File: config.mk
export PLATFORM = sky130hd
export DESIGN_NAME = bmp24_to_rgb565_stream_top
export DESIGN_NICKNAME = d
export VERILOG_FILES = /design/src/rtl/bmp565_pkg.sv /design/src/rtl/bmp24_to_rgb565_stream_top.sv
export VERILOG_INCLUDE_DIRS = /design/src /design/src/rtl
export SDC_FILE = /design/constraint.sdc
export NUM_CORES = 1
export LEC_CHECK = 0
export BUFFER_PORTS_ARGS = -buffer_cell sky130_fd_sc_hd__buf_2
export CAP_MARGIN = 20
export CORE_MARGIN = 5
export CORE_UTILIZATION = 54
export DETAILED_ROUTE_END_ITERATION = 12
export PLACE_DENSITY = 0.81
export SLEW_MARGIN = 10
export SYNTH_ARGS = -nofsm -noshare
export SYNTH_HDL_FRONTEND = slang
export SYNTH_SLANG_ARGS = --single-unit
export TNS_END_PERCENT = 20
File: constraint.sdc
create_clock -name clk -period 6.05 [get_ports clk]
set_clock_uncertainty 0.1 [all_clocks]
set_input_delay 0.605 -clock clk [delete_from_list [all_inputs] [get_ports clk]]
set_output_delay 0.605 -clock clk [all_outputs]
set_load 0.01 [all_outputs]
File: src/rtl/bmp24_to_rgb565_stream_top_defines.svh
// Assertion macros for the stream converter RTL.
// BMP_ASSERT: the property must hold at every clock edge out of reset.
// BMP_NEVER: the condition must never be true out of reset.
`ifndef BMP24_TO_RGB565_STREAM_TOP_DEFINES_SVH
`define BMP24_TO_RGB565_STREAM_TOP_DEFINES_SVH

`ifndef SYNTHESIS
`define BMP_ASSERT(lbl, prop, msg) \
  lbl: assert property (@(posedge clk) disable iff (!rst_n) prop) else $error(msg);
`define BMP_NEVER(lbl, cond, msg) \
  lbl: assert property (@(posedge clk) disable iff (!rst_n) !(cond)) else $error(msg);
`else
`define BMP_ASSERT(lbl, prop, msg)
`define BMP_NEVER(lbl, cond, msg)
`endif

`endif

File: src/rtl/bmp565_pkg.sv
package bmp565_pkg;

  typedef enum logic [1:0] {
    KIND_PIXEL  = 2'd0,
    KIND_ACCEPT = 2'd1,
    KIND_REJECT = 2'd2
  } kind_t;

  typedef enum logic [1:0] {
    PH_HEADER   = 2'd0,
    PH_SKIP     = 2'd1,
    PH_PIXELS   = 2'd2,
    PH_REJECTED = 2'd3
  } phase_t;

  typedef enum logic [1:0] {
    CH_BLUE  = 2'd0,
    CH_GREEN = 2'd1,
    CH_RED   = 2'd2
  } chan_t;

  typedef struct packed {
    kind_t       kind;
    logic [9:0]  col;
    logic [9:0]  row;
    logic [15:0] color;
    logic        last;
  } res_t;

  localparam logic [0:0]  REG_DISPLAY_WIDTH  = 1'd0;
  localparam logic [0:0]  REG_DISPLAY_HEIGHT = 1'd1;
  localparam logic [9:0]  DISPLAY_WIDTH_RST  = 10'd130;
  localparam logic [9:0]  DISPLAY_HEIGHT_RST = 10'd131;

  localparam logic [15:0] BMP_SIGNATURE   = 16'h4D42;
  localparam logic [15:0] BMP_BPP_24      = 16'd24;
  localparam logic [5:0]  HEADER_LAST     = 6'd53;
  localparam logic [31:0] MIN_DATA_OFFSET = 32'd54;
  localparam logic [7:0]  RED_MASK        = 8'hF8;
  localparam logic [7:0]  GREEN_MASK      = 8'hFC;

  localparam int FIFO_AW    = 2;
  localparam int FIFO_DEPTH = 1 << FIFO_AW;

  // replace byte lane 'lane' of a little-endian word
  function automatic logic [31:0] put_lane(input logic [31:0] f, input logic [1:0] lane,
                                           input logic [7:0] b);
    logic [31:0] r;
    r = f;
    case (lane)
      2'd0:    r[7:0]   = b;
      2'd1:    r[15:8]  = b;
      2'd2:    r[23:16] = b;
      default: r[31:24] = b;
    endcase
    return r;
  endfunction

endpackage

File: src/rtl/bmp24_to_rgb565_stream_top.sv
// BMP 24-bit to RGB565 stream converter. Feed the file one byte per item on
// in_tdata, with in_tlast on the final byte. Bytes 0..53 are parsed as the
// header; the file is accepted when it is 'BM', 24 bpp, uncompressed, with
// 1..MAX_IMAGE_DIM width and height and a pixel offset of at least 54.
// Pixel data (B,G,R per pixel, rows padded by width mod 4 bytes) comes out
// as RGB565 items in file order, each with its display column and row (file
// rows are stored bottom-up, so file row r lands on row height-1-r), and
// pixels outside display_width x display_height are dropped. The last byte
// of a file adds an end item (tuser accepted/rejected); a header cut short
// counts as rejected. After that end item the parser starts on a new file.
// Each byte is decoded in the cycle it is accepted, so one byte per cycle is
// taken; results go through a four-entry output queue, and in_tready holds
// low only while fewer than two queue slots are free (a byte can yield a
// pixel and an end item). With out_tready held high the sustained rate is
// one byte per clock; a final byte that also completes a pixel yields two
// output items. Write display_width/display_height only while
// the block is idle.
module bmp24_to_rgb565_stream_top
  import bmp565_pkg::*;
#(
  parameter int MAX_IMAGE_DIM = 4096
) (
  input  logic        clk,
  input  logic        rst_n,
  // configuration write port
  input  logic        cfg_wr_en,
  input  logic [0:0]  cfg_index,
  input  logic [9:0]  cfg_wdata,
  // input bytes
  input  logic        in_tvalid,
  output logic        in_tready,
  input  logic [7:0]  in_tdata,   // [7:0] file_byte
  input  logic        in_tlast,   // end_of_file
  // results
  output logic        out_tvalid,
  input  logic        out_tready,
  output logic [39:0] out_tdata,  // [9:0] pixel_column, [19:10] pixel_row,
                                  // [35:20] pixel_color, [39:36] zero
  output logic [1:0]  out_tuser,  // [1:0] kind
  output logic        out_tlast   // final_of_run
);

  // counters must hold the image size itself
  localparam int DIM_W = $clog2(MAX_IMAGE_DIM + 1);
  localparam int CMP_W = (DIM_W > 10) ? DIM_W : 10;

  // ---------------------------------------------------------------- registers
  logic [9:0]       disp_w_r, disp_h_r;
  logic [31:0]      pos_r, pos_nxt;
  logic [15:0]      sig_r, sig_nxt;
  logic [31:0]      offset_r, offset_nxt;
  logic [31:0]      img_w_r, img_w_nxt;
  logic [31:0]      img_h_r, img_h_nxt;
  logic [15:0]      bpp_r, bpp_nxt;
  logic [31:0]      comp_r, comp_nxt;
  phase_t           phase_r, phase_nxt;
  chan_t            chan_r, chan_nxt;
  logic [7:0]       blue_r, blue_nxt;
  logic [7:0]       green_r, green_nxt;
  logic [DIM_W-1:0] col_r, col_nxt;
  logic [DIM_W-1:0] row_r, row_nxt;
  logic [1:0]       pad_r, pad_nxt;

  // output queue
  res_t               fifo_r [FIFO_DEPTH];
  logic [FIFO_AW-1:0] wr_ptr_r, rd_ptr_r;
  logic [FIFO_AW:0]   cnt_r;

  logic in_acc, out_acc;
  logic header_ok, pix_en, shown;
  logic [9:0]       pix_col, pix_row;
  logic [15:0]      pix_color;
  logic [5:0]       pos6;
  logic [DIM_W-1:0] drow, col_inc;
  logic [CMP_W-1:0] col_cmp, drow_cmp;
  res_t             ent0, ent1;
  logic [1:0]       push_n;

  assign in_tready = (cnt_r <= (FIFO_AW + 1)'(FIFO_DEPTH - 2));
  assign in_acc    = in_tvalid & in_tready;
  assign out_tvalid = (cnt_r != '0);
  assign out_acc   = out_tvalid & out_tready;

  // ---------------------------------------------------------------- config
  always_ff @(posedge clk) begin
    if (!rst_n) begin
      disp_w_r <= DISPLAY_WIDTH_RST;
      disp_h_r <= DISPLAY_HEIGHT_RST;
    end else if (cfg_wr_en) begin
      case (cfg_index)
        REG_DISPLAY_WIDTH:  disp_w_r <= cfg_wdata;
        REG_DISPLAY_HEIGHT: disp_h_r <= cfg_wdata;
        default: ;
      endcase
    end
  end

  // ---------------------------------------------------------------- parser
  assign pos6 = pos_r[5:0];   // header bytes only live at positions below 54

  assign header_ok = (sig_r == BMP_SIGNATURE) && (bpp_r == BMP_BPP_24) && (comp_r == '0) &&
                     (img_w_r >= 32'd1) && (img_w_r <= 32'(MAX_IMAGE_DIM)) &&
                     (img_h_r >= 32'd1) && (img_h_r <= 32'(MAX_IMAGE_DIM)) &&
                     (offset_r >= MIN_DATA_OFFSET);

  assign drow    = img_h_r[DIM_W-1:0] - DIM_W'(1) - row_r;
  assign col_inc = col_r + DIM_W'(1);

  // position compared against the 10-bit display size
  assign col_cmp  = CMP_W'(col_r);
  assign drow_cmp = CMP_W'(drow);

  // next-state logic for one accepted byte
  always_comb begin
    pos_nxt    = pos_r;
    sig_nxt    = sig_r;
    offset_nxt = offset_r;
    img_w_nxt  = img_w_r;
    img_h_nxt  = img_h_r;
    bpp_nxt    = bpp_r;
    comp_nxt   = comp_r;
    phase_nxt  = phase_r;
    chan_nxt   = chan_r;
    blue_nxt   = blue_r;
    green_nxt  = green_r;
    col_nxt    = col_r;
    row_nxt    = row_r;
    pad_nxt    = pad_r;
    pix_en     = 1'b0;
    shown      = 1'b0;
    pix_col    = '0;
    pix_row    = '0;
    pix_color  = '0;

    if (in_acc) begin
      case (phase_r)
        PH_HEADER: begin
          // capture little-endian header fields
          case (pos6) inside
            [6'd0:6'd1]:   sig_nxt = pos6[0] ? {in_tdata, sig_r[7:0]} : {sig_r[15:8], in_tdata};
            [6'd10:6'd13]: offset_nxt = put_lane(offset_r, pos6[1:0] - 2'd2, in_tdata);
            [6'd18:6'd21]: img_w_nxt = put_lane(img_w_r, pos6[1:0] - 2'd2, in_tdata);
            [6'd22:6'd25]: img_h_nxt = put_lane(img_h_r, pos6[1:0] - 2'd2, in_tdata);
            [6'd28:6'd29]: bpp_nxt = pos6[0] ? {in_tdata, bpp_r[7:0]} : {bpp_r[15:8], in_tdata};
            [6'd30:6'd33]: comp_nxt = put_lane(comp_r, pos6[1:0] - 2'd2, in_tdata);
            default: ;
          endcase
        end
        PH_SKIP: begin
          if (pos_r >= offset_r) begin
            phase_nxt = PH_PIXELS;
            pix_en    = 1'b1;
          end
        end
        PH_PIXELS: pix_en = 1'b1;
        default: ;
      endcase

      // the whole header is in: pos 53 uses the fields captured so far
      if (phase_r == PH_HEADER && pos_r == 32'(HEADER_LAST))
        phase_nxt = header_ok ? PH_SKIP : PH_REJECTED;

      if (pix_en && (32'(row_r) < img_h_r)) begin
        if (pad_r != 2'd0) begin
          // drop row padding
          pad_nxt = pad_r - 2'd1;
          if (pad_r == 2'd1) begin
            col_nxt = '0;
            row_nxt = row_r + DIM_W'(1);
          end
        end else begin
          case (chan_r)
            CH_BLUE: begin
              blue_nxt = in_tdata;
              chan_nxt = CH_GREEN;
            end
            CH_GREEN: begin
              green_nxt = in_tdata;
              chan_nxt  = CH_RED;
            end
            default: begin
              chan_nxt  = CH_BLUE;
              shown     = (col_cmp < CMP_W'(disp_w_r)) &&
                          (drow_cmp < CMP_W'(disp_h_r));
              pix_col   = col_cmp[9:0];
              pix_row   = drow_cmp[9:0];
              pix_color = {in_tdata[7:3] & RED_MASK[7:3], green_r[7:2] & GREEN_MASK[7:2],
                           blue_r[7:3]};
              col_nxt   = col_inc;
              if (col_inc >= img_w_r[DIM_W-1:0]) begin
                pad_nxt = img_w_r[1:0];
                if (img_w_r[1:0] == 2'd0) begin
                  col_nxt = '0;
                  row_nxt = row_r + DIM_W'(1);
                end
              end
            end
          endcase
        end
      end

      if (pos_r != '1)
        pos_nxt = pos_r + 32'd1;

      // end of file: restart the parser for the next file
      if (in_tlast) begin
        pos_nxt    = '0;
        sig_nxt    = '0;
        offset_nxt = '0;
        img_w_nxt  = '0;
        img_h_nxt  = '0;
        bpp_nxt    = '0;
        comp_nxt   = '0;
        phase_nxt  = PH_HEADER;
        chan_nxt   = CH_BLUE;
        blue_nxt   = '0;
        green_nxt  = '0;
        col_nxt    = '0;
        row_nxt    = '0;
        pad_nxt    = '0;
      end
    end
  end

  // result items produced by this byte
  always_comb begin
    logic accepted;
    accepted = 1'b0;
    ent0     = '0;
    ent1     = '0;
    push_n   = 2'd0;
    // phase after this byte, before the end-of-file restart
    if (phase_r == PH_SKIP || phase_r == PH_PIXELS)
      accepted = 1'b1;
    else if (phase_r == PH_HEADER && pos_r == 32'(HEADER_LAST) && header_ok)
      accepted = 1'b1;

    ent1.kind = accepted ? KIND_ACCEPT : KIND_REJECT;
    ent1.last = 1'b1;

    if (in_acc) begin
      if (shown) begin
        ent0.kind  = KIND_PIXEL;
        ent0.col   = pix_col;
        ent0.row   = pix_row;
        ent0.color = pix_color;
        ent0.last  = !in_tlast;
        push_n     = in_tlast ? 2'd2 : 2'd1;
      end else if (in_tlast) begin
        ent0   = ent1;
        push_n = 2'd1;
      end
    end
  end

  always_ff @(posedge clk) begin
    if (!rst_n) begin
      pos_r    <= '0;
      sig_r    <= '0;
      offset_r <= '0;
      img_w_r  <= '0;
      img_h_r  <= '0;
      bpp_r    <= '0;
      comp_r   <= '0;
      phase_r  <= PH_HEADER;
      chan_r   <= CH_BLUE;
      blue_r   <= '0;
      green_r  <= '0;
      col_r    <= '0;
      row_r    <= '0;
      pad_r    <= '0;
    end else begin
      pos_r    <= pos_nxt;
      sig_r    <= sig_nxt;
      offset_r <= offset_nxt;
      img_w_r  <= img_w_nxt;
      img_h_r  <= img_h_nxt;
      bpp_r    <= bpp_nxt;
      comp_r   <= comp_nxt;
      phase_r  <= phase_nxt;
      chan_r   <= chan_nxt;
      blue_r   <= blue_nxt;
      green_r  <= green_nxt;
      col_r    <= col_nxt;
      row_r    <= row_nxt;
      pad_r    <= pad_nxt;
    end
  end

  // ---------------------------------------------------------------- output queue
  always_ff @(posedge clk) begin
    if (push_n != 2'd0)
      fifo_r[wr_ptr_r] <= ent0;
    if (push_n == 2'd2)
      fifo_r[wr_ptr_r + FIFO_AW'(1)] <= ent1;
  end

  always_ff @(posedge clk) begin
    if (!rst_n) begin
      wr_ptr_r <= '0;
      rd_ptr_r <= '0;
      cnt_r    <= '0;
    end else begin
      wr_ptr_r <= wr_ptr_r + FIFO_AW'(push_n);
      if (out_acc)
        rd_ptr_r <= rd_ptr_r + FIFO_AW'(1);
      cnt_r <= cnt_r + (FIFO_AW + 1)'(push_n) - (FIFO_AW + 1)'(out_acc);
    end
  end

  assign out_tdata = {4'd0, fifo_r[rd_ptr_r].color, fifo_r[rd_ptr_r].row,
                      fifo_r[rd_ptr_r].col};
  assign out_tuser = fifo_r[rd_ptr_r].kind;
  assign out_tlast = fifo_r[rd_ptr_r].last;

  // ---------------------------------------------------------------- checks
`include "bmp24_to_rgb565_stream_top_defines.svh"

  `BMP_NEVER(a_fifo_bound, cnt_r > (FIFO_AW + 1)'(FIFO_DEPTH), "output queue overflow")
  `BMP_NEVER(a_chan_code, chan_r > CH_RED, "bad channel index")
  `BMP_ASSERT(a_eof_restart, in_acc && in_tlast |=> phase_r == PH_HEADER && pos_r == '0, "no restart after end of file")
  `BMP_ASSERT(a_pix_dims, phase_r == PH_PIXELS |-> img_w_r >= 32'd1 && img_w_r <= 32'(MAX_IMAGE_DIM), "pixel phase with bad width")

endmodule

==> flow_metrics.py <==
metrics = {
    "outcome": {
        "status": "complete, no violations",
    },
    "detailed_routing": {
        "drt_iter0_drc": 1575,
        "vias": 16938,
        "wl_um": 53000,
        "wl_per_cell_um": 18.7,
        "routed_via_density": 5.99,
        "drc_errors": 0,
        "postRouteAntennaNets": 0,
        "drtPass1Iterations": 6,
    },
    "global_routing": {
        "groute.usage.overall": 0.248,
        "grt_max_degree": 124,
        "first_global_vias": 16762,
        "grt_first_pass_wirelength_um": 85400,
        "antenna_found_initial": 3,
        "overflow": 0,
    },
    "worst_hold_path": {
        "holdPathStages": 3,
        "worstHoldPathType": "in2reg",
    },
    "worst_setup_path": {
        "crit_chain": "inv_1 -> ha_1 -> inv_1 -> fa_1 -> nor2b_1 -> o31a_1 -> o41a_1 -> a21o_1 -> xnor2_1 -> inv_1 -> ha_1 -> and4_1 -> a32oi_1 -> nand2_1 -> nor4_1 -> o2111ai_1 -> nor4b_1 -> ha_2 -> o21ai_1 -> nor2_1 -> nor2_2 -> buf_12 -> nand2_1 -> o31ai_1",
        "critical_path_class": "reg2reg",
        "setup.worst_path.end_class": "flop",
        "crit_arrival_ns": 6.09,
        "cp_slowest_cell": "nor2_2",
        "critPathMostFrequentCell": "inv_1",
        "cp.required_ns": 6.43,
        "start_kind": "flop",
        "path_max_fanout": 27,
        "cp_slowest_stage_delay_ns": 0.51,
        "worstRegToRegCells": 24,
    },
    "place": {
        "place_inst": 2751,
        "dpl.hpwl_um": 35100,
        "place_congestion": 0.906,
        "place_ws_ns": 0.130,
        "port_buffers": 65,
    },
    "timing": {
        "maxSlewHeadroom": 0.284,
        "rsz0062_at_grt": "yes",
        "finalCritPeriodShare": 0.944,
        "drv_slew": 0,
        "worstMarginPinSlew_ns": 1.07,
        "whs_ns": 0.179,
        "finalSetupViolations": 0,
        "hold_viol": 0,
        "fmax_mhz": 175,
        "fin_crit_ns": 5.71,
        "worst_slack_ns": 0.338,
    },
    "final_layout": {
        "postLayoutCoreUtil": 0.602,
        "layout.cells.non_filler": 2826,
        "layout-drive-gt1-share": 0.0955,
        "nets": 2417,
        "syn_to_final_growth_pct": 10.5,
    },
    "clock_network": {
        "clock_path_buffers": 3,
        "cts_inserted_buffers": 44,
        "clockRootBuffer": "clkbuf_16",
        "htreeDepth": 2,
        "clk_latency_ns": 0.58,
        "cts_tree": "yes",
        "clk_pin_slew_worst_paths_ns": 0.06,
        "clock_sinks": 420,
        "hold_buffers": 0,
    },
    "synthesis": {
        "yosys.area_share.simple": 0.197,
        "synth_top_cells_by_area": "dfxtp_1 (40%), mux2i_1 (8.2%), ha_1 (6.3%)",
        "synth_compound_area_frac": 0.122,
        "synthXorXnorAreaFrac": 0.0219,
        "asyncSetResetFlopFracSynth": 0,
        "ys.flop_type": "dfxtp_1",
        "synth_cells": 2288,
        "synth_top_area_cell": "dfxtp_1",
        "synth_top_area_frac": 0.404,
        "yosysUniqueCellTypes": 70,
        "synthMuxAreaShare": 0.125,
        "seq_area_frac_synth": 0.416,
        "synthAdderAreaFrac": 0.0650,
        "synth_area_um2": 20400,
        "synth-seq-cells": 420,
        "synth.avg_cell_area_um2": 8.93,
        "synth_edf_count": 8,
        "synth_top_family_by_area": "simple AND/OR/NAND/NOR gates",
        "synth_warnings": 0,
    },
    "flow_run": {
        "maxCapViolations": 0,
    },
    "floorplanning": {
        "die_h_um": 204,
        "start_util": 0.545,
        "dieArea_um2": 41800,
        "row_count": 71,
        "boundaryPins": 70,
        "core_area_um2": 37500,
        "die_x_um": 204,
    },
    "power": {
        "p_leak_nw": 8.82,
        "power_w": 0.00660,
        "ir_drop_uv": 209,
        "power.density_nw_per_um2": 292,
    },
}
[state kept, by name, indices dropped and copies added, names as in the netlist, 3 cells and up, named ones only]
signal    flops
img_h_r      32
blue_r        5
green_r       6
cnt_r         3
comp_r       32
img_w_r      32
row_r        13
disp_w_r     10
disp_h_r     10
fifo_r      156
offset_r     32
pos_r        32
bpp_r        16
sig_r        16
col_cmp      13
[power breakdown]
part | total [W] | internal (W) | switching, W
Clock | 0.00280 | 0.00167 | 0.00113
Combinational | 0.000911 | 0.000335 | 0.000576
Sequential | 0.00289 | 0.00284 | 0.0000481
[synthesized netlist by cell type (5+ instances only)]
master	instances
and3_1	18
xnor2_1	30
nand2b_1	21
or4_1	7
a31oi_1	6
a21oi_1	88
ha_1	103
clkbuf_1	123
nor2b_1	17
o21ai_1	15
nand3b_1	5
a211oi_1	5
a21o_1	10
buf_4	6
nand4_1	24
nand2_1	288
o21ai_0	42
edfxtp_1	8
o31ai_1	151
nor3_1	31
a22o_1	9
xor2_1	21
nor2_1	267
buf_6	9
o2111ai_1	5
and4_1	11
nand3_1	56
o211ai_1	7
nor4_1	47
nand4b_1	6
mux2i_1	168
mux4_2	39
inv_1	118
buf_1	7
and2_1	24
nor4b_1	9
dfxtp_1	412
or3_1	21
[metal layers]
| layer | routed length (um) | vias up | part of all wire | track usage |
|---|---|---|---|---|
| met5 | 24 | - | 0.00045 | 0 |
| met3 | 3850 | 136 | 0.073 | 0.0397 |
| li1 | - | 8057 | - | - |
| met4 | 1720 | 4 | 0.032 | 0.101 |
| met1 | 21700 | 8120 | 0.41 | 0.314 |
| met2 | 25700 | 621 | 0.48 | 0.423 |
[kinds of logic after synthesis]
family	count (synthesis)
other cells	1
xor+xnor	51
mux	207
compound gates	372
fa+ha+maj	105
flops	420
simple gates	864
buf+inv	268
[repair_timing]
| item | in CTS | in global routing |
|---|---|---|
| setup endpoints to repair | 0 | 143 |
| setup buffers | 0 | 1 |
| gates resized for setup | 0 | 5 |
[path summary, 6_finish.rpt]
path / start / end / slack [ns]
setup reg to reg: row_r[0]$_SDFFE_PN0P_ / fifo_r[1][9]$_SDFFE_PP0P_ / 0.34
setup / recovery: row_r[0]$_SDFFE_PN0P_ / fifo_r[1][9]$_SDFFE_PP0P_ / 0.34
hold reg to reg: fifo_r[3][14]$_SDFFE_PP0P_ / fifo_r[3][14]$_SDFFE_PP0P_ / 0.35
hold / removal: cfg_wdata[0] / disp_h_r[0]$_SDFFE_PN1P_ / 0.18
[worst max-delay path: cells and delay by family (launching register included)]
kind	cells	cell delay, ns
fa+ha+maj	4	1.11
compound gates	7	1.66
buf+inv	4	0.50
simple gates	8	1.66
xor+xnor	1	0.20
flops	1	0.35
[stage by stage]
stage / instance area [um2] / TNS (ns)
after floorplan: 20400 / 0
after global placement: 21100 / 0
after detailed placement: 21100 / 0
after CTS: 22500 / 0
after global routing: 22600 / -8.79
final: 22600 / 0
[cells in the final DEF, fill, tap and decap left out, types with 6 or more instances in the layout]
master	instances
nand4b_1	6
o31ai_1	151
buf_4	30
a22o_1	9
a21oi_1	88
clkbuf_8	6
mux2i_1	168
ha_1	102
nor3_1	31
dfxtp_1	410
xnor2_1	30
o21ai_0	42
mux4_2	39
xor2_1	21
nand3_1	56
buf_2	65
clkbuf_16	46
or4_1	7
and2_1	24
o211ai_1	7
nand4_1	24
nor2_1	263
a21o_1	10
nand2_1	288
nand2b_1	21
clkinv_2	7
inv_1	118
and3_1	18
and4_1	11
nor4_1	47
o21ai_1	15
edfxtp_1	8
nor4b_1	9
or3_1	21
nor2b_1	17
a31oi_1	6
[area by class of cell]
cell class,instances,area (um2)
diodes,1,2.50
clock buffers,57,1250
flip-flops and latches,420,8490
clock inverters,16,230
repair buffers,99,613
well taps,511,639
fillers,3087,14900
multi-input cells,1603,10900
inverters,119,452
(Power assumes the default switching activity.)
